--- config.mk ---
export PLATFORM = sky130hd
export DESIGN_NAME = rpcd_ctrl
export DESIGN_NICKNAME = d
export VERILOG_FILES = /design/src/design/router_packet_classifier_dedup_top_defines.svh /design/src/design/rpcd_pkg.sv /design/src/design/rpcd_ctrl.sv
export SDC_FILE = /design/constraint.sdc
export NUM_CORES = 1
export LEC_CHECK = 0
export BUFFER_PORTS_ARGS = -buffer_cell sky130_fd_sc_hd__buf_2
export CAP_MARGIN = 20
export CORE_AREA = 2 2 39 41
export DETAILED_ROUTE_END_ITERATION = 6
export DIE_AREA = 0 0 41 43
export SYNTH_ARGS = -nofsm -noshare
export SYNTH_HDL_FRONTEND = slang
export SYNTH_SLANG_ARGS = --single-unit
--- constraint.sdc ---
create_clock -name clock -period 1.7 [get_ports clock]
set_input_delay 0.17 -clock clock [delete_from_list [all_inputs] [get_ports clock]]
set_output_delay 0.17 -clock clock [all_outputs]
set_load 0.005 [all_outputs]
--- src/design/router_packet_classifier_dedup_top_defines.svh ---
// Assertion macros used by the top level of the router packet classifier.
`ifndef ROUTER_PACKET_CLASSIFIER_DEDUP_TOP_DEFINES_SVH
`define ROUTER_PACKET_CLASSIFIER_DEDUP_TOP_DEFINES_SVH

// Same-cycle implication, disabled during reset.
`define RPCD_ASSERT_IMPLY(label, clk, rst, ante, cons, msg) \
   label: assert property (@(posedge clk) disable iff (rst) (ante) |-> (cons)) \
      else $error(msg);

// Next-cycle implication, disabled during reset.
`define RPCD_ASSERT_NEXT(label, clk, rst, ante, cons, msg) \
   label: assert property (@(posedge clk) disable iff (rst) (ante) |=> (cons)) \
      else $error(msg);

`endif

--- src/design/rpcd_pkg.sv ---
// Package with the types, constants and codes of the router packet classifier.
package rpcd_pkg;

   localparam int SEEN_ENTRIES = 64;
   localparam int SEEN_IDX_W   = $clog2(SEEN_ENTRIES);
   localparam int SEEN_CNT_W   = $clog2(SEEN_ENTRIES + 1);
   localparam int KEY_W        = 48;

   localparam int LOCAL_NUM    = 4;
   localparam int LOCAL_IDX_W  = 2;
   localparam int LOCAL_CNT_W  = 3;

   localparam int CSR_ADDR_W   = 5;
   localparam int CSR_DATA_W   = 32;
   localparam int REQ_DATA_W   = 152;
   localparam int RSP_DATA_W   = 24;
   localparam int ACTION_W     = 3;

   localparam logic [31:0] BCAST_ADDR   = 32'hffff_ffff;
   localparam logic [15:0] EXPIRE_RESET = 16'd500;

   localparam logic OPC_CLASSIFY  = 1'b0;
   localparam logic OPC_ORIGINATE = 1'b1;

   typedef enum logic [ACTION_W-1:0] {
      ACT_DELIVER    = 3'd0,
      ACT_DROP       = 3'd1,
      ACT_RELAY      = 3'd2,
      ACT_RELAY_LS   = 3'd3,
      ACT_FORWARD    = 3'd4,
      ACT_ORIGINATED = 3'd5
   } action_type;

   typedef enum logic [2:0] {
      REG_LOCAL_ADDR_0     = 3'd0,
      REG_LOCAL_ADDR_1     = 3'd1,
      REG_LOCAL_ADDR_2     = 3'd2,
      REG_LOCAL_ADDR_3     = 3'd3,
      REG_LOCAL_COUNT      = 3'd4,
      REG_EXPIRE_WINDOW    = 3'd5,
      REG_CONTROL_PROTOCOL = 3'd6,
      REG_LINKSTATE_TYPE   = 3'd7
   } csr_reg_type;

   typedef struct packed {
      logic [LOCAL_NUM-1:0][31:0] local_addr;
      logic [LOCAL_CNT_W-1:0]     local_count;
      logic [15:0]                expire_window;
      logic [7:0]                 control_protocol;
      logic [31:0]                linkstate_type;
   } cfg_type;

   typedef struct packed {
      logic        opcode;
      logic [31:0] src_addr;
      logic [31:0] dst_addr;
      logic [15:0] packet_id;
      logic [7:0]  protocol;
      logic [31:0] payload_type;
      logic [31:0] now_ms;
   } item_type;

   typedef struct packed {
      logic load;
      logic classify;
      logic scan_rd;
      logic scan_cmp;
      logic commit;
      logic emit;
   } ctrl_cmd_type;

   typedef struct packed {
      logic is_orig;
      logic is_local;
      logic is_bcast;
      logic scan_end;
      logic match;
      logic dup;
      logic out_free;
   } dpath_sts_type;

endpackage

--- src/design/rpcd_ctrl.sv ---
// Controller state machine that sequences classification, table scan and update.
module rpcd_ctrl (
   input  logic                    clock,
   input  logic                    reset,
   input  logic                    req_tvalid,
   output logic                    req_tready,
   input  rpcd_pkg::dpath_sts_type sts,
   output rpcd_pkg::ctrl_cmd_type  cmd
);
   import rpcd_pkg::*;

   typedef enum logic [5:0] {
      ST_IDLE     = 6'b000001,
      ST_CLASSIFY = 6'b000010,
      ST_SCAN_RD  = 6'b000100,
      ST_SCAN_CMP = 6'b001000,
      ST_COMMIT   = 6'b010000,
      ST_DONE     = 6'b100000
   } state_type;

   state_type state_ff;
   state_type state_in;

   assign req_tready = (state_ff == ST_IDLE);

   always_comb begin
      state_in = state_ff;
      cmd      = '0;
      case (state_ff)
         ST_IDLE: begin
            if (req_tvalid) begin
               cmd.load = 1'b1;
               state_in = ST_CLASSIFY;
            end
         end
         ST_CLASSIFY: begin
            cmd.classify = 1'b1;
            if (sts.is_orig || (!sts.is_local && sts.is_bcast)) begin
               state_in = ST_SCAN_RD;
            end else begin
               state_in = ST_DONE;
            end
         end
         ST_SCAN_RD: begin
            if (sts.scan_end) begin
               state_in = ST_COMMIT;
            end else begin
               cmd.scan_rd = 1'b1;
               state_in    = ST_SCAN_CMP;
            end
         end
         ST_SCAN_CMP: begin
            cmd.scan_cmp = 1'b1;
            if (sts.match) begin
               state_in = (!sts.is_orig && sts.dup) ? ST_DONE : ST_COMMIT;
            end else begin
               state_in = ST_SCAN_RD;
            end
         end
         ST_COMMIT: begin
            cmd.commit = 1'b1;
            state_in   = ST_DONE;
         end
         ST_DONE: begin
            if (sts.out_free) begin
               cmd.emit = 1'b1;
               state_in = ST_IDLE;
            end
         end
         default: state_in = ST_IDLE;
      endcase
   end

   always_ff @(posedge clock) begin
      if (reset) begin
         state_ff <= ST_IDLE;
      end else begin
         state_ff <= state_in;
      end
   end

endmodule

-- After elaboration in Yosys (flattened, before gate mapping)
Index checks and enable logic that the tools add are counted.
- register bits: 6
- bits of input ports: 10
- output and inout bits: 7
- logic and storage cells: 31
- equal/unequal tests: 8
- muxes and demuxes: 16
- reduce and logical (&&, ||, !) cells: 6
- operator list (operator ; count):
    6-bit one-hot mux with 6 select lines ; 1
    6-bit 2-to-1 mux ; 5
    1-bit 2-to-1 mux ; 9
    6-bit by 1-bit == test with 1-bit output, second input constant ; 1
    6-bit by 2-bit == test with 1-bit output, second input constant ; 1
    6-bit by 3-bit == test with 1-bit output, second input constant ; 1
    6-bit by 4-bit == test with 1-bit output, second input constant ; 1
    6-bit by 5-bit == test with 1-bit output, second input constant ; 1
    6-bit == test, second input constant ; 1
    5-bit 2-to-1 mux ; 1
    2-bit inequality test, second input constant ; 2
    1-bit logical AND ; 2
    1-bit logical NOT ; 2
    2-bit AND reduction ; 1
    1-bit logical OR ; 1

-- Longest topological paths before layout
- depth after elaboration: 5
- mapped depth: 5

-- Worst setup path before layout
Ideal clock, no wire load.
- kind: flip-flop to flip-flop
- start point: register state_ff[1]
- end point: register state_ff[5]
- data arrival time: 1288 ps
- required time: 1626 ps
- slack: 338 ps
- cell stages (with the launch flop): 6
- clock period less this slack: 1362 ps
- cells stage by stage: dfxtp_1 buf_6 or4_4 nor2b_4 nand4b_1 a31oi_1
- longest elaborated chain between the ends: 3
- elaborated cells on any way between the ends: 10
- those cells by class: 8 x eq/ne; 1 x mux; 1 x reduce/logical
- ends and longest elaborated chain (what ; RTL line ; RTL):
    from (decl) ; rpcd_ctrl.sv:21 ; state_type state_ff;
    from (signal assigned) ; rpcd_ctrl.sv:78 ; state_ff <= state_in;
    6-bit == test or 6-bit by 1-bit == test with 1-bit output (tied branches) ; rpcd_ctrl.sv:29 ; case (state_ff)
    2-bit inequality test (no line) ; n/a ;
    2-bit AND reduction (no line) ; n/a ;
Parallel ways exist; a longest one is shown, timed or not.
A chain may end at the register's enable or synchronous reset.

==> out/results.tsv <==
metric	value	unit
yosys_most_used_dff	dfxtp_1	
detail_route.wirelength	883	microns
dr.pass1.iters	4	
largest_register_ffs	6	
track_usage	0.127	
synth.distinct_cells	25	
ioPinCount	17	
setup_viol	0	
cts_resized	0	
dieArea	1760	sq um
report.final.slew_viol_count	0	
status	finished clean	
ir_worst_vdd	0.267	mV
drv_cap	0	
finalCriticalPeriod	1610	ps
clockBufferDepth	2	
finalWeightedCongestion	0.743	
endpoint_kind	output port	
n_antenna_cell	0	
clkLatencyLatePin	250	ps
grt_setup_unrepaired	no	
async_flop_share	0	
synth_compound_area_frac	0.148	
fin_tns_setup	0	ps
hold_buffers	0	
initialDrtViolationCount	3	
synth_cells	48	
hold-path-endpoint	state_ff[3]$_SDFFE_PP0P_	
cp_data_arrival_time	1440	ps
clock-sinks	6	
die_w	41	microns
dp_hpwl	717	microns
viasPerCell	5.15	
antenna_found_initial	0	
worst_pin_slew	373	ps
r2r_slack	300	ps
final_area	498	sq um
syn_avg_cell_area	8.08	sq um
final_util	0.360	
reg_top3	state_ff (6)	
r2r_cells	4	
regToRegEndpoint	state_ff[5]$_SDFFE_PP0P_	
synth_simple_gate_area_share	0.461	
grt_start_max_net_pins	9	
syn_nets	58	
synthMuxAreaShare	0	
slew_headroom	0.751	
ys_seq_elements	6	
yosys_warnings	0	
reg2reg_from	state_ff[5]$_SDFFE_PP0P_	
crit_path_start_kind	register	
drive_above_1_share	0.369	
postCtsSetupRepairBufs	0	
fin_skew	4.10	ps
synthesis.area	388	sq um
synthToLayoutAreaGrowth	28.4	%
whs_path_depth	2	
p_leak	0.221	nW
crit_type	register to output port	
fin_crit_sh	0.949	
rows	14	
fmax	620	MHz
drc	0	
yosysSeqAreaShare	0.310	
path_clk_slew	40	ps
wl_per_cell	10.9	microns
synth_xor_area_frac	0.0226	
grt-ovfl-total	0	
cts_buffers	3	
core	1380	sq um
htreeDepth	1	
worstPathRequired	1530	ps
cts_tree	done	
min_from	sts[3]	
num_vias	417	
synth_edf_count	0	
clockRootBuffer	clkbuf_4	
power_density	718	nW/um^2
grt_pass1_wl	1470	microns
antenna_left	0	
grt_pass1_vias	377	
synth_top_family_by_area	simple AND/OR/NAND/NOR gates	
hold_class	primary input to register	
hold_viol_final	0	
fp.dieH	43	microns
io_buffers	16	
top_register	state_ff	
placed_area	473	sq um
cp_max_fo	6	
synth-adder-area-share	0	
fin_nets	77	
start_util	0.280	
-- layout by cell type (no fill, tap or decap), types with 2 or more instances in the layout --
cell and count:
nand2b_1 3, nor3_1 4, nor2b_1 2, inv_1 2, a21oi_1 5, nor2_1 4, clkbuf_4 3, dfxtp_1 6
o21ai_0 2, buf_2 16, nand4b_1 3
-- how the worst max path moves through the flow --
stage                                   startpoint                       end  slack [ps]  cells after the start
after floorplan           state_ff[1]$_SDFFE_PP0P_  state_ff[5]$_SDFFE_PP0P_         340                      5
after global placement    state_ff[5]$_SDFFE_PP0P_                    cmd[1]         300                      3
after detailed placement  state_ff[5]$_SDFFE_PP0P_                    cmd[1]         300                      3
after CTS                 state_ff[5]$_SDFFE_PP0P_                    cmd[1]          30                      3
after global routing      state_ff[1]$_SDFFE_PP0P_                    cmd[2]           5                      3
final                     state_ff[5]$_SDFFE_PP0P_                    cmd[2]          90                      3
-- worst max-delay path, stage by stage (launching register included) --
cell and delay (ps):
dfxtp_1 340, or4_4 580, nor2b_4 150, buf_2 120
-- routing by layer --
metal	part of all wire	vias up	global-route usage	wire length, microns
met4	0.011	0	0.0600	10
met5	0	-	0	0
met3	0.070	2	0.0628	62
li1	-	208	-	-
met1	0.45	191	0.148	395
met2	0.47	16	0.184	415
-- cell families after synthesis --
| group | Yosys count |
|---|---|
| flip-flops | 6 |
| buffers and inverters | 4 |
| AO/OA/AOI/OAI | 10 |
| XOR/XNOR | 1 |
| AND/OR/NAND/NOR | 27 |
-- power by group --
group	switching, mW	leakage (nW)	internal [mW]
sequential	0.00998	0.0488	0.147
combinational	0.0299	0.158	0.0366
clock	0.0541	0.0138	0.0800
-- per-stage QoR --
step | power (mW) | hold slack [ps] | worst slack [ps] | std cells
floorplan | 0.201 | 239 | 338 | 48
global route | 0.382 | 125 | 5.12 | 81
finish | 0.358 | 118 | 87.3 | 81
detailed placement | 0.225 | 373 | 304 | 78
global placement | 0.225 | 367 | 299 | 78
CTS | 0.365 | 111 | 27.5 | 81
-- final cells by class --
class                           instances  area [sq um]
Clock buffer                            3          22.5
Multi-Input combinational cell         38           248
Inverter                                2          7.51
Tap cell                               16          20.0
Sequential cell                         6           120
Fill cell                             158           886
Timing Repair Buffer                   16          80.1
-- synthesized netlist by cell type, types with 2 or more instances --
| master | number | area [sq um] |
|---|---|---|
| nand2b_1 | 3 | 18.8 |
| inv_1 | 2 | 7.51 |
| nor2b_1 | 3 | 18.8 |
| nor2_1 | 4 | 15.0 |
| a21oi_1 | 5 | 25.0 |
| dfxtp_1 | 6 | 120 |
| nor3_1 | 4 | 20.0 |
| o21ai_0 | 2 | 10.0 |
| nand4b_1 | 3 | 26.3 |
No activity file was read; power rests on OpenSTA's default activity.
