==> src/design/router_packet_classifier_dedup_top_defines.svh <==
// Assertion macros used by the top level of the router packet classifier.
`ifndef ROUTER_PACKET_CLASSIFIER_DEDUP_TOP_DEFINES_SVH
`define ROUTER_PACKET_CLASSIFIER_DEDUP_TOP_DEFINES_SVH

// Same-cycle implication, disabled during reset.
`define RPCD_ASSERT_IMPLY(label, clk, rst, ante, cons, msg) \
   label: assert property (@(posedge clk) disable iff (rst) (ante) |-> (cons)) \
      else $error(msg);

// Next-cycle implication, disabled during reset.
`define RPCD_ASSERT_NEXT(label, clk, rst, ante, cons, msg) \
   label: assert property (@(posedge clk) disable iff (rst) (ante) |=> (cons)) \
      else $error(msg);

`endif

==> src/design/rpcd_pkg.sv <==
// Package with the types, constants and codes of the router packet classifier.
package rpcd_pkg;

   localparam int SEEN_ENTRIES = 64;
   localparam int SEEN_IDX_W   = $clog2(SEEN_ENTRIES);
   localparam int SEEN_CNT_W   = $clog2(SEEN_ENTRIES + 1);
   localparam int KEY_W        = 48;

   localparam int LOCAL_NUM    = 4;
   localparam int LOCAL_IDX_W  = 2;
   localparam int LOCAL_CNT_W  = 3;

   localparam int CSR_ADDR_W   = 5;
   localparam int CSR_DATA_W   = 32;
   localparam int REQ_DATA_W   = 152;
   localparam int RSP_DATA_W   = 24;
   localparam int ACTION_W     = 3;

   localparam logic [31:0] BCAST_ADDR   = 32'hffff_ffff;
   localparam logic [15:0] EXPIRE_RESET = 16'd500;

   localparam logic OPC_CLASSIFY  = 1'b0;
   localparam logic OPC_ORIGINATE = 1'b1;

   typedef enum logic [ACTION_W-1:0] {
      ACT_DELIVER    = 3'd0,
      ACT_DROP       = 3'd1,
      ACT_RELAY      = 3'd2,
      ACT_RELAY_LS   = 3'd3,
      ACT_FORWARD    = 3'd4,
      ACT_ORIGINATED = 3'd5
   } action_type;

   typedef enum logic [2:0] {
      REG_LOCAL_ADDR_0     = 3'd0,
      REG_LOCAL_ADDR_1     = 3'd1,
      REG_LOCAL_ADDR_2     = 3'd2,
      REG_LOCAL_ADDR_3     = 3'd3,
      REG_LOCAL_COUNT      = 3'd4,
      REG_EXPIRE_WINDOW    = 3'd5,
      REG_CONTROL_PROTOCOL = 3'd6,
      REG_LINKSTATE_TYPE   = 3'd7
   } csr_reg_type;

   typedef struct packed {
      logic [LOCAL_NUM-1:0][31:0] local_addr;
      logic [LOCAL_CNT_W-1:0]     local_count;
      logic [15:0]                expire_window;
      logic [7:0]                 control_protocol;
      logic [31:0]                linkstate_type;
   } cfg_type;

   typedef struct packed {
      logic        opcode;
      logic [31:0] src_addr;
      logic [31:0] dst_addr;
      logic [15:0] packet_id;
      logic [7:0]  protocol;
      logic [31:0] payload_type;
      logic [31:0] now_ms;
   } item_type;

   typedef struct packed {
      logic load;
      logic classify;
      logic scan_rd;
      logic scan_cmp;
      logic commit;
      logic emit;
   } ctrl_cmd_type;

   typedef struct packed {
      logic is_orig;
      logic is_local;
      logic is_bcast;
      logic scan_end;
      logic match;
      logic dup;
      logic out_free;
   } dpath_sts_type;

endpackage

==> src/design/rpcd_csr.sv <==
// Configuration register file of the router packet classifier with its APB-style port.
module rpcd_csr (
   input  logic                           clock,
   input  logic                           reset,
   input  logic                           csr_psel,
   input  logic                           csr_penable,
   input  logic                           csr_pwrite,
   input  logic [rpcd_pkg::CSR_ADDR_W-1:0] csr_paddr,
   input  logic [rpcd_pkg::CSR_DATA_W-1:0] csr_pwdata,
   output logic [rpcd_pkg::CSR_DATA_W-1:0] csr_prdata,
   output logic                           csr_pready,
   output rpcd_pkg::cfg_type              cfg
);
   import rpcd_pkg::*;

   cfg_type     cfg_ff;
   cfg_type     cfg_in;
   csr_reg_type reg_sel;
   logic        wr_en;

   assign csr_pready = 1'b1;
   assign reg_sel    = csr_reg_type'(csr_paddr[CSR_ADDR_W-1:2]);
   assign wr_en      = csr_psel && csr_penable && csr_pwrite && csr_pready;
   assign cfg        = cfg_ff;

   always_comb begin
      cfg_in = cfg_ff;
      if (wr_en) begin
         case (reg_sel)
            REG_LOCAL_ADDR_0:     cfg_in.local_addr[0] = csr_pwdata;
            REG_LOCAL_ADDR_1:     cfg_in.local_addr[1] = csr_pwdata;
            REG_LOCAL_ADDR_2:     cfg_in.local_addr[2] = csr_pwdata;
            REG_LOCAL_ADDR_3:     cfg_in.local_addr[3] = csr_pwdata;
            REG_LOCAL_COUNT:      cfg_in.local_count = csr_pwdata[LOCAL_CNT_W-1:0];
            REG_EXPIRE_WINDOW:    cfg_in.expire_window = csr_pwdata[15:0];
            REG_CONTROL_PROTOCOL: cfg_in.control_protocol = csr_pwdata[7:0];
            REG_LINKSTATE_TYPE:   cfg_in.linkstate_type = csr_pwdata;
            default:              cfg_in = cfg_ff;
         endcase
      end
   end

   always_comb begin
      case (reg_sel)
         REG_LOCAL_ADDR_0:     csr_prdata = cfg_ff.local_addr[0];
         REG_LOCAL_ADDR_1:     csr_prdata = cfg_ff.local_addr[1];
         REG_LOCAL_ADDR_2:     csr_prdata = cfg_ff.local_addr[2];
         REG_LOCAL_ADDR_3:     csr_prdata = cfg_ff.local_addr[3];
         REG_LOCAL_COUNT:      csr_prdata = {{(CSR_DATA_W-LOCAL_CNT_W){1'b0}},
                                             cfg_ff.local_count};
         REG_EXPIRE_WINDOW:    csr_prdata = {16'd0, cfg_ff.expire_window};
         REG_CONTROL_PROTOCOL: csr_prdata = {24'd0, cfg_ff.control_protocol};
         REG_LINKSTATE_TYPE:   csr_prdata = cfg_ff.linkstate_type;
         default:              csr_prdata = '0;
      endcase
   end

   always_ff @(posedge clock) begin
      if (reset) begin
         cfg_ff <= '{local_addr: '0, local_count: '0, expire_window: EXPIRE_RESET,
                     control_protocol: '0, linkstate_type: '0};
      end else begin
         cfg_ff <= cfg_in;
      end
   end

endmodule

==> config.mk <==
export PLATFORM = sky130hd
export DESIGN_NAME = rpcd_csr
export DESIGN_NICKNAME = d
export VERILOG_FILES = /design/src/design/router_packet_classifier_dedup_top_defines.svh /design/src/design/rpcd_pkg.sv /design/src/design/rpcd_csr.sv
export SDC_FILE = /design/constraint.sdc
export NUM_CORES = 1
export LEC_CHECK = 0
export ABC_AREA = 1
export BUFFER_PORTS_ARGS = -buffer_cell sky130_fd_sc_hd__buf_2
export CAP_MARGIN = 30
export CORE_UTILIZATION = 46
export CTS_CLUSTER_SIZE = 16
export DETAILED_ROUTE_END_ITERATION = 12
export PLACE_DENSITY = 0.76
export SKIP_LAST_GASP = 1
export SYNTH_ARGS = -nofsm -noshare
export SYNTH_HDL_FRONTEND = slang
export SYNTH_SLANG_ARGS = --single-unit
==> constraint.sdc <==
create_clock -name clock -period 1.4 [get_ports clock]
set_clock_uncertainty 0.1 [all_clocks]
set_input_delay 0.28 -clock clock [delete_from_list [all_inputs] [get_ports clock]]
set_output_delay 0.28 -clock clock [all_outputs]
set_load 0.02 [all_outputs]
* After elaboration in Yosys (flattened, before gate mapping)
Cells that the tools add are included.
** Word-level totals
- Input bits :: 42
- Word-level logic and storage cells :: 27
- Register bits :: 187
** Cells by class
- Reduce and logical (&&, ||, !) cells :: 11
- Multiplexer cells :: 1
- Equal/unequal tests :: 7
** Operators by type and width (count)
- 32-bit case mux with 8 select lines :: 1
- 2-bit AND reduction :: 8
- 3-bit == test (second input constant) :: 4
- 3-bit by 2-bit == test with 1-bit output (second input constant) :: 2
- 3-bit by 1-bit == test with 1-bit output (second input constant) :: 1
- 3-bit zero test :: 1
- 1-bit logical AND :: 2

* Depth between registers and ports, before layout
Gate-level depths: netlist of run 1.
- Word-level depth :: 3
- Depth in mapped cells :: 10
- Depth with buffers taken out :: 7

* Worst setup path before layout of run 1
Ideal clock, no wire load.
- Path type :: in2out
- From :: in csr_paddr[4] in the netlist's numbering
- To :: out csr_prdata[22] in the netlist's numbering
- Path slack :: -237 ps
- Path buffers :: 3
- Stages on the path :: 10
- Data arrival time :: 1257 ps
- Cells stage by stage :: buf_6 inv_4 buf_6 nand3_4 inv_2 buf_4 nand2_1 nand2_1 nor2_1 nand2_1
** On the way
- Longest elaborated chain between the ends :: 2
- Elaborated cells on any way between the ends :: 9
- Those cells by class :: eq/ne (7); mux (1); reduce/logical (1)
** Ends and longest elaborated chain
- from (decl) :: RTL line rpcd_csr.sv:8 : input logic [rpcd_pkg::CSR_ADDR_W-1:0] csr_paddr,
- 3-bit == test, or another cell as far along :: RTL line rpcd_csr.sv:44 : case (reg_sel)
- 32-bit case mux with 8 select lines * :: RTL line rpcd_csr.sv:44
- to (decl) :: RTL line rpcd_csr.sv:10 : output logic [rpcd_pkg::CSR_DATA_W-1:0] csr_prdata,
Every way passes the cells marked *; elsewhere a longest branch is shown, timed or not.

* Final worst setup path of run 1
- From :: in csr_paddr[3] in the netlist's numbering
- To :: out csr_prdata[20] in the netlist's numbering
Same word-level chain as after synthesis.

==> flow_summary.yaml, run 1 <==
synth:
  postSynthCellCount: 1223
  mappedNetlistArea_um2: 8430
  synth_seq_cells: 187
  synth.avg_cell_area_um2: 6.89
  synth_warn: 0
  synth_sequential_area_ratio_pct: 44.4
  mappedNetlistNets: 1265
  post_synth_num_cell_types: 24
drt:
  ant_nets: 0
  viasPerCell: 5.91
  route.layer.met1.wl_mm: 12.8
  detail_route.wirelength_mm: 35.0
  post-route-drc-count: 0
  dr.pass1.iters: 7
  wl_met2_mm: 16.3
  dr.first_iter.drc_count: 1231
  wl_met3_mm: 4.20
  routed-via-count: 10600
  post_drt_wl_per_cell_um: 19.5
  dr.max_layer_used: "met4"
hold_path:
  hp-start: "csr_pwdata[31]"
  holdPathEnd: "cfg[186]"
  hold_path_class: "input port to flip-flop"
  hold-path-cell-count: 3
grt:
  grt_start_max_net_pins: 63
  global_route.usage.total_pct: 32.9
  total_congestion_overflow: 0
  grt_antenna_before_repair: 0
  first_global_vias: 8920
  grt_pass1_wl_mm: 47.5
final_layout:
  largest_register_ffs: 187
  flow.area_growth_from_synthesis_pct: 55.9
  multi_input_comb_area_um2: 4460
  antennaDiodeCount: 0
  n_fill_cell: 1296
  nNetsFinal: 1596
  sequential_cell_area_um2: 3870
  final_layout_size_suffix_gt1_share_pct: 43.4
  finish.instance_area_um2: 13100
power_and_ir_drop:
  irDropWorstVdd_uv: 877
  power_density_nw_per_um2: 859
  static_leakage_nw: 6.25
clock_network:
  cts.reportedPaths.clkPinSlew_ns: 0.07
  cts-root-to-sink-buffers: 2
  cts-root-buf: "clkbuf_16"
  cts_sinks: 187
  clkLatencyLatePin_ns: 0.43
  cts-hold-fix-buffers: 0
  h-tree-depth: 4
  cts_tree: "yes"
  cts-buffers-inserted: 17
placement:
  io_buffer_count: 258
  dpl_cell_area_um2: 10500
  detailedPlacementHpwl_mm: 20.3
  gp_congestion: 0.911
sta:
  min_period_ns: 1.77
  timing_hold_violations_final: 0
  timing.slew.headroom_pct: 57.0
  setup_repair_after_global_routing_missed_its_margin: "yes"
  finalSetupViolations: 67
  finalHoldWorstSlack_ns: 0.0419
  setup_slack_ns: -0.370
  report.final.slew_viol_count: 0
  achievable-frequency_ghz: 0.565
  final.period_utilization_pct: 126
  transition_at_the_pin_with_the_smallest_max_transition_slack_ns: 0.645
worst_setup_path:
  crit_path_start: "csr_paddr[3]"
  cp.required_ns: 1.02
  critPathMaxFanout: 8
  setup.worst_path.end_class: "primary output"
  cp_data_arrival_time_ns: 1.39
  reg_to_reg_endpoint: "cfg[134]"
  timing.critical_path.cells: "buf_12 -> buf_8 -> nand3_4 -> buf_12 -> clkinv_8 -> nand2_1 -> nand2_1 -> nor2_1 -> nand2_2 -> buf_6"
  cp_slowest_stage_delay_ns: 0.16
  type_of_the_setup_path_with_the_least_slack: "input port to primary output"
  reg2reg_depth: 4
  critical_path.slowest_cell: "nor2_1"
  timing.critical_path.from_type: "input port"
  r2r_slack_ns: 0.35
  r2r_start: "cfg[134]"
die:
  die_h_um: 137
  design.portCount: 262
  std_cell_rows: 49
  fp.dieArea_um2: 18900
  core_area_um2: 18000
  initial_utilization_pct: 46.9
  floorplan_die_width_um: 137
outcome:
  outcome: "finished, violations left"
  failing_checks: "negative setup slack"
run:
  max_cap_violations: 0
[layer usage]
metal	vias to the layer above	global-route usage, %
met4	0	17.3
met2	834	53.2
li1	4712	-
met1	4899	41.0
met5	-	0
met3	166	7.28
[worst max-delay path, delay by kind of cell]
kind	cells	cell delay (ns)
buf+inv	5	0.59
simple gates	5	0.51
[synthesized netlist by cell type]
cell        n  share of area, %
a21oi_1     8              0.48
buf_1       5              0.22
buf_2      46               2.7
buf_4      14               1.2
buf_6       2              0.27
clkbuf_1   36               1.6
conb_1      1             0.045
dfxtp_1   187                44
inv_1      50               2.2
inv_2       3              0.13
inv_4       2              0.15
nand2_1   155               6.9
nand2_2     2              0.15
nand3_1    22               1.3
nand3_2     3              0.36
nand3_4     1              0.21
nand4_1    44               3.3
nor2_1    295                13
nor2_2      1             0.074
nor2_4      5              0.67
nor3_1    139               8.3
o211ai_1    5              0.45
o21ai_0   157               9.3
o21ai_1    40               2.4
[placed cells by master, fill, tap and decap left out, drive strengths merged]
cell type	n
inv	54
buf	408
o211ai	5
nor2	301
nand3	26
clkinvlp	6
o21ai	197
a21oi	8
dfxtp	187
nand4	44
nand2	157
clkinv	5
conb	1
clkbuf	29
nor3	139
[final cells by class]
class                      instances  area share [%]
inverter                          55            1.93
clock inverter                     9           0.514
sequential                       187            29.5
timing repair buffer             414            28.4
clock buffer                      23            3.49
tap                              229            2.18
multi-input combinational        878            33.9
timing repair inverter             1           0.124
[logic make-up after synthesis]
group	share of synthesized area [%]
AND/OR/NAND/NOR	34.3
AO/OA/AOI/OAI	12.6
other	0.0445
buffers and inverters	8.58
flip-flops	44.4
[how the worst max path moves through the flow]
stage                           endpoint  slack (ns)  cells past startpoint
final                     csr_prdata[20]       -0.37                     10
after global routing      csr_prdata[20]       -0.34                     10
after CTS                  csr_prdata[7]       -0.28                      5
after detailed placement  csr_prdata[22]       -0.47                      7
after global placement    csr_prdata[22]       -0.44                      7
after floorplan           csr_prdata[17]       -0.14                     10
[stage by stage]
stage	setup slack (ns)	cells	util (%)	setup TNS, ns	total power [mW]
floorplan	-0.138	1223	-	-2.98	6.14
global placement	-0.440	1686	58.6	-59.33	6.58
detailed placement	-0.472	1686	58.6	-66.77	6.59
CTS	-0.285	1754	65.7	-8.49	11.1
global route	-0.345	1796	73.1	-13.50	11.6
finish	-0.370	1796	73.1	-9.53	11.3
[repair_timing]
item                       in CTS  in global routing
setup endpoints to repair      49                111
gates cloned                    2                  7
gates resized for setup       173                314
setup buffers                  34                 42
pin swaps                      64                 87
[power by group]
part	switching (mW)	internal, mW
combinational	0.840	0.535
sequential	0.0621	5.39
clock	2.14	2.32
(Power assumes the default switching activity.)
==> run 2: changes to the inputs <==
- CORE_MARGIN: default -> 2
- GPL_ROUTABILITY_DRIVEN: default -> 0
==> flow_summary.yaml, run 2 (same netlist as run 1, synthesis figures left out) <==
outcome:
  outcome: "finished, violations left"
  failing_checks: "negative setup slack"
final_layout:
  layout.cells.most_common: "nor2_1"
  flow.area_growth_from_synthesis_pct: 50.0
  final_layout_size_suffix_gt1_share_pct: 39.6
  nNetsFinal: 1573
  largest_register_ffs: 187
  most-common-layout-cells: "261 x nor2_1, 187 x buf_2, 142 x o21ai_0"
  antennaDiodeCount: 0
clock_network:
  h-tree-depth: 4
  cts_tree: "yes"
  cts-root-to-sink-buffers: 2
  cts_sinks: 187
  clkLatencyLatePin_ns: 0.43
  cts-buffers-inserted: 17
  cts-hold-fix-buffers: 0
  cts-root-buf: "clkbuf_16"
  cts.reportedPaths.clkPinSlew_ns: 0.07
drt:
  routed-via-count: 10000
  post-route-drc-count: 0
  post_drt_wl_per_cell_um: 18.6
  dr.first_iter.drc_count: 951
  ant_nets: 0
  dr.pass1.iters: 5
  detail_route.wirelength_mm: 33.0
  viasPerCell: 5.66
worst_setup_path:
  r2r_slack_ns: 0.47
  setup.worst_path.end_class: "primary output"
  critPathMaxFanout: 8
  cp.required_ns: 1.02
  cp_data_arrival_time_ns: 1.32
  timing.critical_path.from_type: "input port"
  type_of_the_setup_path_with_the_least_slack: "input port to primary output"
die:
  core_area_um2: 18000
  floorplan_die_width_um: 139
  die_h_um: 139
  initial_utilization_pct: 46.9
  design.portCount: 262
  fp.dieArea_um2: 19400
  std_cell_rows: 49
sta:
  report.final.slew_viol_count: 0
  setup-tns-final_ns: -8.33
  setup_slack_ns: -0.295
  setup_repair_after_global_routing_missed_its_margin: "yes"
  timing_hold_violations_final: 0
  achievable-frequency_ghz: 0.590
  finalSetupViolations: 39
  timing.slew.headroom_pct: 65.5
  final.period_utilization_pct: 121
  min_period_ns: 1.70
  finalHoldWorstSlack_ns: 0.0485
  transition_at_the_pin_with_the_smallest_max_transition_slack_ns: 0.518
run:
  max_cap_violations: 0
hold_path:
  hold_path_class: "input port to flip-flop"
grt:
  grt_start_max_net_pins: 68
  grt_antenna_before_repair: 0
  grt_pass1_wl_mm: 49.4
  first_global_vias: 9107
  total_congestion_overflow: 0
  global_route.usage.total_pct: 31.6
placement:
  pre_cts_worst_setup_slack_ns: -0.530
  io_buffer_count: 258
  detailedPlacementHpwl_mm: 20.7
power_and_ir_drop:
  irDropWorstVdd_uv: 866
  power_density_nw_per_um2: 928
  static_leakage_nw: 5.98
[run 2: changes by cell type in the layout (fill, tap and decap cells not counted), sizes merged]
cell      previous run  this run
buf                408       385
inv                 54        58
clkbuf              29        26
bufinv               0         2
clkinv               5         4
clkinvlp             6         4
[run 2: path summary, 6_finish.rpt]
kind | startpoint | end | cells past startpoint
hold / removal | csr_pwdata[16] | cfg[171] | 3
hold reg to reg | cfg[101] | cfg[101] | 2
setup reg to reg | cfg[41] | cfg[41] | 2
setup / recovery | csr_paddr[4] | csr_prdata[27] | 10
[run 2: worst max-delay path, stage by stage]
cell and delay (ns):
buf_12 0.10, clkinv_8 0.07, buf_8 0.13, nand3_4 0.16, clkinv_8 0.12, nand2_1 0.07, nand2_1 0.06, nor2_1 0.11
nand2_2 0.06, buf_4 0.15
[run 2: layout make-up]
class / count / area, um^2
Clock buffer: 20 / 467
Clock inverter: 12 / 135
Fill cell: 1342 / 5320
Inverter: 55 / 246
Multi-Input combinational cell: 878 / 4330
Sequential cell: 187 / 3830
Tap cell: 229 / 287
Timing Repair Buffer: 391 / 3340
Timing Repair inverter: 1 / 8.76
[run 2: per-stage QoR]
stage	cell area, um^2	std cells	utilization [%]	total power [mW]
global route	12600	1773	70.4	12.0
floorplan	8640	1223	-	6.14
global placement	10600	1686	58.9	6.61
detailed placement	10600	1686	58.9	6.62
finish	12600	1773	70.4	11.7
CTS	11700	1734	65.0	11.6
[run 2: repair_timing]
action	in CTS	in global routing
hold endpoints to repair	0	0
pin swaps	39	64
setup endpoints to repair	56	116
setup buffers	13	38
gates resized for setup	114	231
cloned	3	4
[run 2: report_power, final]
| group | switching, mW | leakage (nW) | internal, mW |
|---|---|---|---|
| Sequential | 0.0611 | 1.54 | 5.39 |
| Clock | 2.18 | 0.286 | 2.79 |
| Combinational | 0.796 | 4.15 | 0.513 |
| Total | 3.04 | 5.98 | 8.69 |
[run 2: layer usage]
| metal | up-vias | wire length [um] | share of wire, % | global-route usage, % |
|---|---|---|---|---|
| met5 | - | 0 | 0 | 0 |
| met3 | 81 | 3180 | 9.6 | 6.50 |
| met4 | 0 | 934 | 2.8 | 13.2 |
| li1 | 4662 | - | - | - |
| met1 | 4670 | 13200 | 40 | 41.6 |
| met2 | 618 | 15700 | 48 | 50.5 |
==> run 3: changes to the inputs <==
- HOLD_SLACK_MARGIN: default -> 0.12
- clock period: 1.4 -> 1.5 ns (I/O delays scaled with it)
==> flow_summary.yaml, run 3 (same netlist as run 1, synthesis figures left out) <==
drt:
  detail_route.wirelength_mm: 33.3
  post-route-drc-count: 0
  ant_nets: 0
  post_drt_wl_per_cell_um: 18.8
  routed-via-count: 10000
  dr.pass1.iters: 5
  dr.first_iter.drc_count: 1071
  viasPerCell: 5.65
final_layout:
  final_layout_size_suffix_gt1_share_pct: 39.0
  nNetsFinal: 1572
  layout.cells.most_common: "nor2_1"
  finish.instance_area_um2: 12600
  antennaDiodeCount: 0
  largest_register_ffs: 187
  n_fill_cell: 1354
  most-common-layout-cells: "260 x nor2_1, 221 x buf_2, 146 x dfxtp_1"
  finalCoreUtilization_pct: 70.2
  final_cells: 1771
  flow.area_growth_from_synthesis_pct: 49.6
grt:
  grt_antenna_before_repair: 1
  total_congestion_overflow: 0
  grt_pass1_wl_mm: 50.4
  global_route.usage.total_pct: 32.3
  grt_start_max_net_pins: 47
  first_global_vias: 9179
run:
  max_cap_violations: 0
power_and_ir_drop:
  static_leakage_nw: 6.19
  power_density_nw_per_um2: 915
  irDropWorstVdd_uv: 848
placement:
  dp.cells: 1687
  pre_cts_worst_setup_slack_ns: -0.385
  io_buffer_count: 258
  detailedPlacementHpwl_mm: 20.7
  dpl_cell_area_um2: 10600
sta:
  timing_hold_violations_final: 0
  min_period_ns: 1.73
  final.period_utilization_pct: 115
  setup_repair_after_global_routing_missed_its_margin: "yes"
  finalSetupViolations: 32
  setup_slack_ns: -0.228
  report.final.slew_viol_count: 0
  achievable-frequency_ghz: 0.579
  setup-tns-final_ns: -5.92
worst_setup_path:
  critPathMaxFanout: 2
  timing.critical_path.from_type: "flip-flop"
  setup.worst_path.end_class: "primary output"
  cp.required_ns: 1.10
  type_of_the_setup_path_with_the_least_slack: "flip-flop to primary output"
  cp_data_arrival_time_ns: 1.33
die:
  die_h_um: 139
  fp.dieArea_um2: 19400
  core_area_um2: 18000
  std_cell_rows: 49
  initial_utilization_pct: 46.9
  floorplan_die_width_um: 139
  design.portCount: 262
clock_network:
  cts_tree: "yes"
  cts-buffers-inserted: 17
  cts-root-buf: "clkbuf_16"
  h-tree-depth: 4
  cts.reportedPaths.clkPinSlew_ns: 0.07
  clkLatencyLatePin_ns: 0.43
  cts-root-to-sink-buffers: 2
  cts_sinks: 187
outcome:
  outcome: "finished, violations left"
  failing_checks: "negative setup slack"
hold_path:
  hold_path_class: "input port to flip-flop"
run 3: cell count changes in the layout (fill, tap and decap cells not counted), moves of 9 or more:
cell,delta
buf_2,+34
buf_4,-11
buf_6,-41
dfxtp_1,+28
dfxtp_2,-26
dlygate4sd3_1,+20
nand2_1,-29
nand2_2,+14
nand2_4,+15
o21ai_1,-10
o21ai_2,+9
run 3: repair_timing:
action	4_1_cts	5_1_grt
setup endpoints to repair	32	41
gates cloned	5	3
hold buffers	20	0
pin swaps	24	64
hold endpoints to repair	88	0
buffers inserted	22	10
resized for setup	140	156
run 3: final cells by class:
cell class                 count  area [um^2]  share of cell area (%)
inverter                      55          246                    1.95
timing repair inverter         1         6.26                  0.0496
multi-input combinational    878         4530                    35.9
clock buffer                  17          425                    3.37
timing repair buffer         390         3080                    24.4
tap                          229          287                    2.27
sequential                   187         3790                    30.1
clock inverter                14          241                    1.92
run 3: final timing paths:
kind / slack, ns / start / depth (start not counted) / endpoint
setup / recovery: -0.23 / cfg[128] / 5 / csr_prdata[5]
hold / removal: 0.13 / csr_pwdata[15] / 3 / cfg[106]
setup reg to reg: 0.59 / cfg[169] / 3 / cfg[169]
hold reg to reg: 0.39 / cfg[42] / 2 / cfg[42]
run 3: report_power, final:
group	total (mW)	switching, mW	internal, mW
Clock	5.21	2.07	3.14
Combinational	1.24	0.767	0.474
Sequential	5.08	0.0566	5.03
run 3: worst max-delay path: stages, from the launching register on:
cell and delay (ns):
dfxtp_2 0.32, nand4_1 0.08, nand2_1 0.07, nor2_2 0.18, nand3_2 0.10, buf_6 0.14
run 3: per-layer routing:
layer  wire length (um)  share of wire (%)  global-route usage [%]
met1              13400                 40                    44.2
met2              15200                 46                    51.0
met3               3580                 11                    6.40
met4               1130                3.4                    11.1
met5                  0                  0                       0
run 3: metrics by stage:
step                      hold WS (ns)  power [mW]
after floorplan                  0.330        5.72
after global placement           0.381        6.17
after detailed placement         0.392        6.18
after CTS                        0.125        11.4
after global routing             0.132        11.8
final                            0.129        11.5
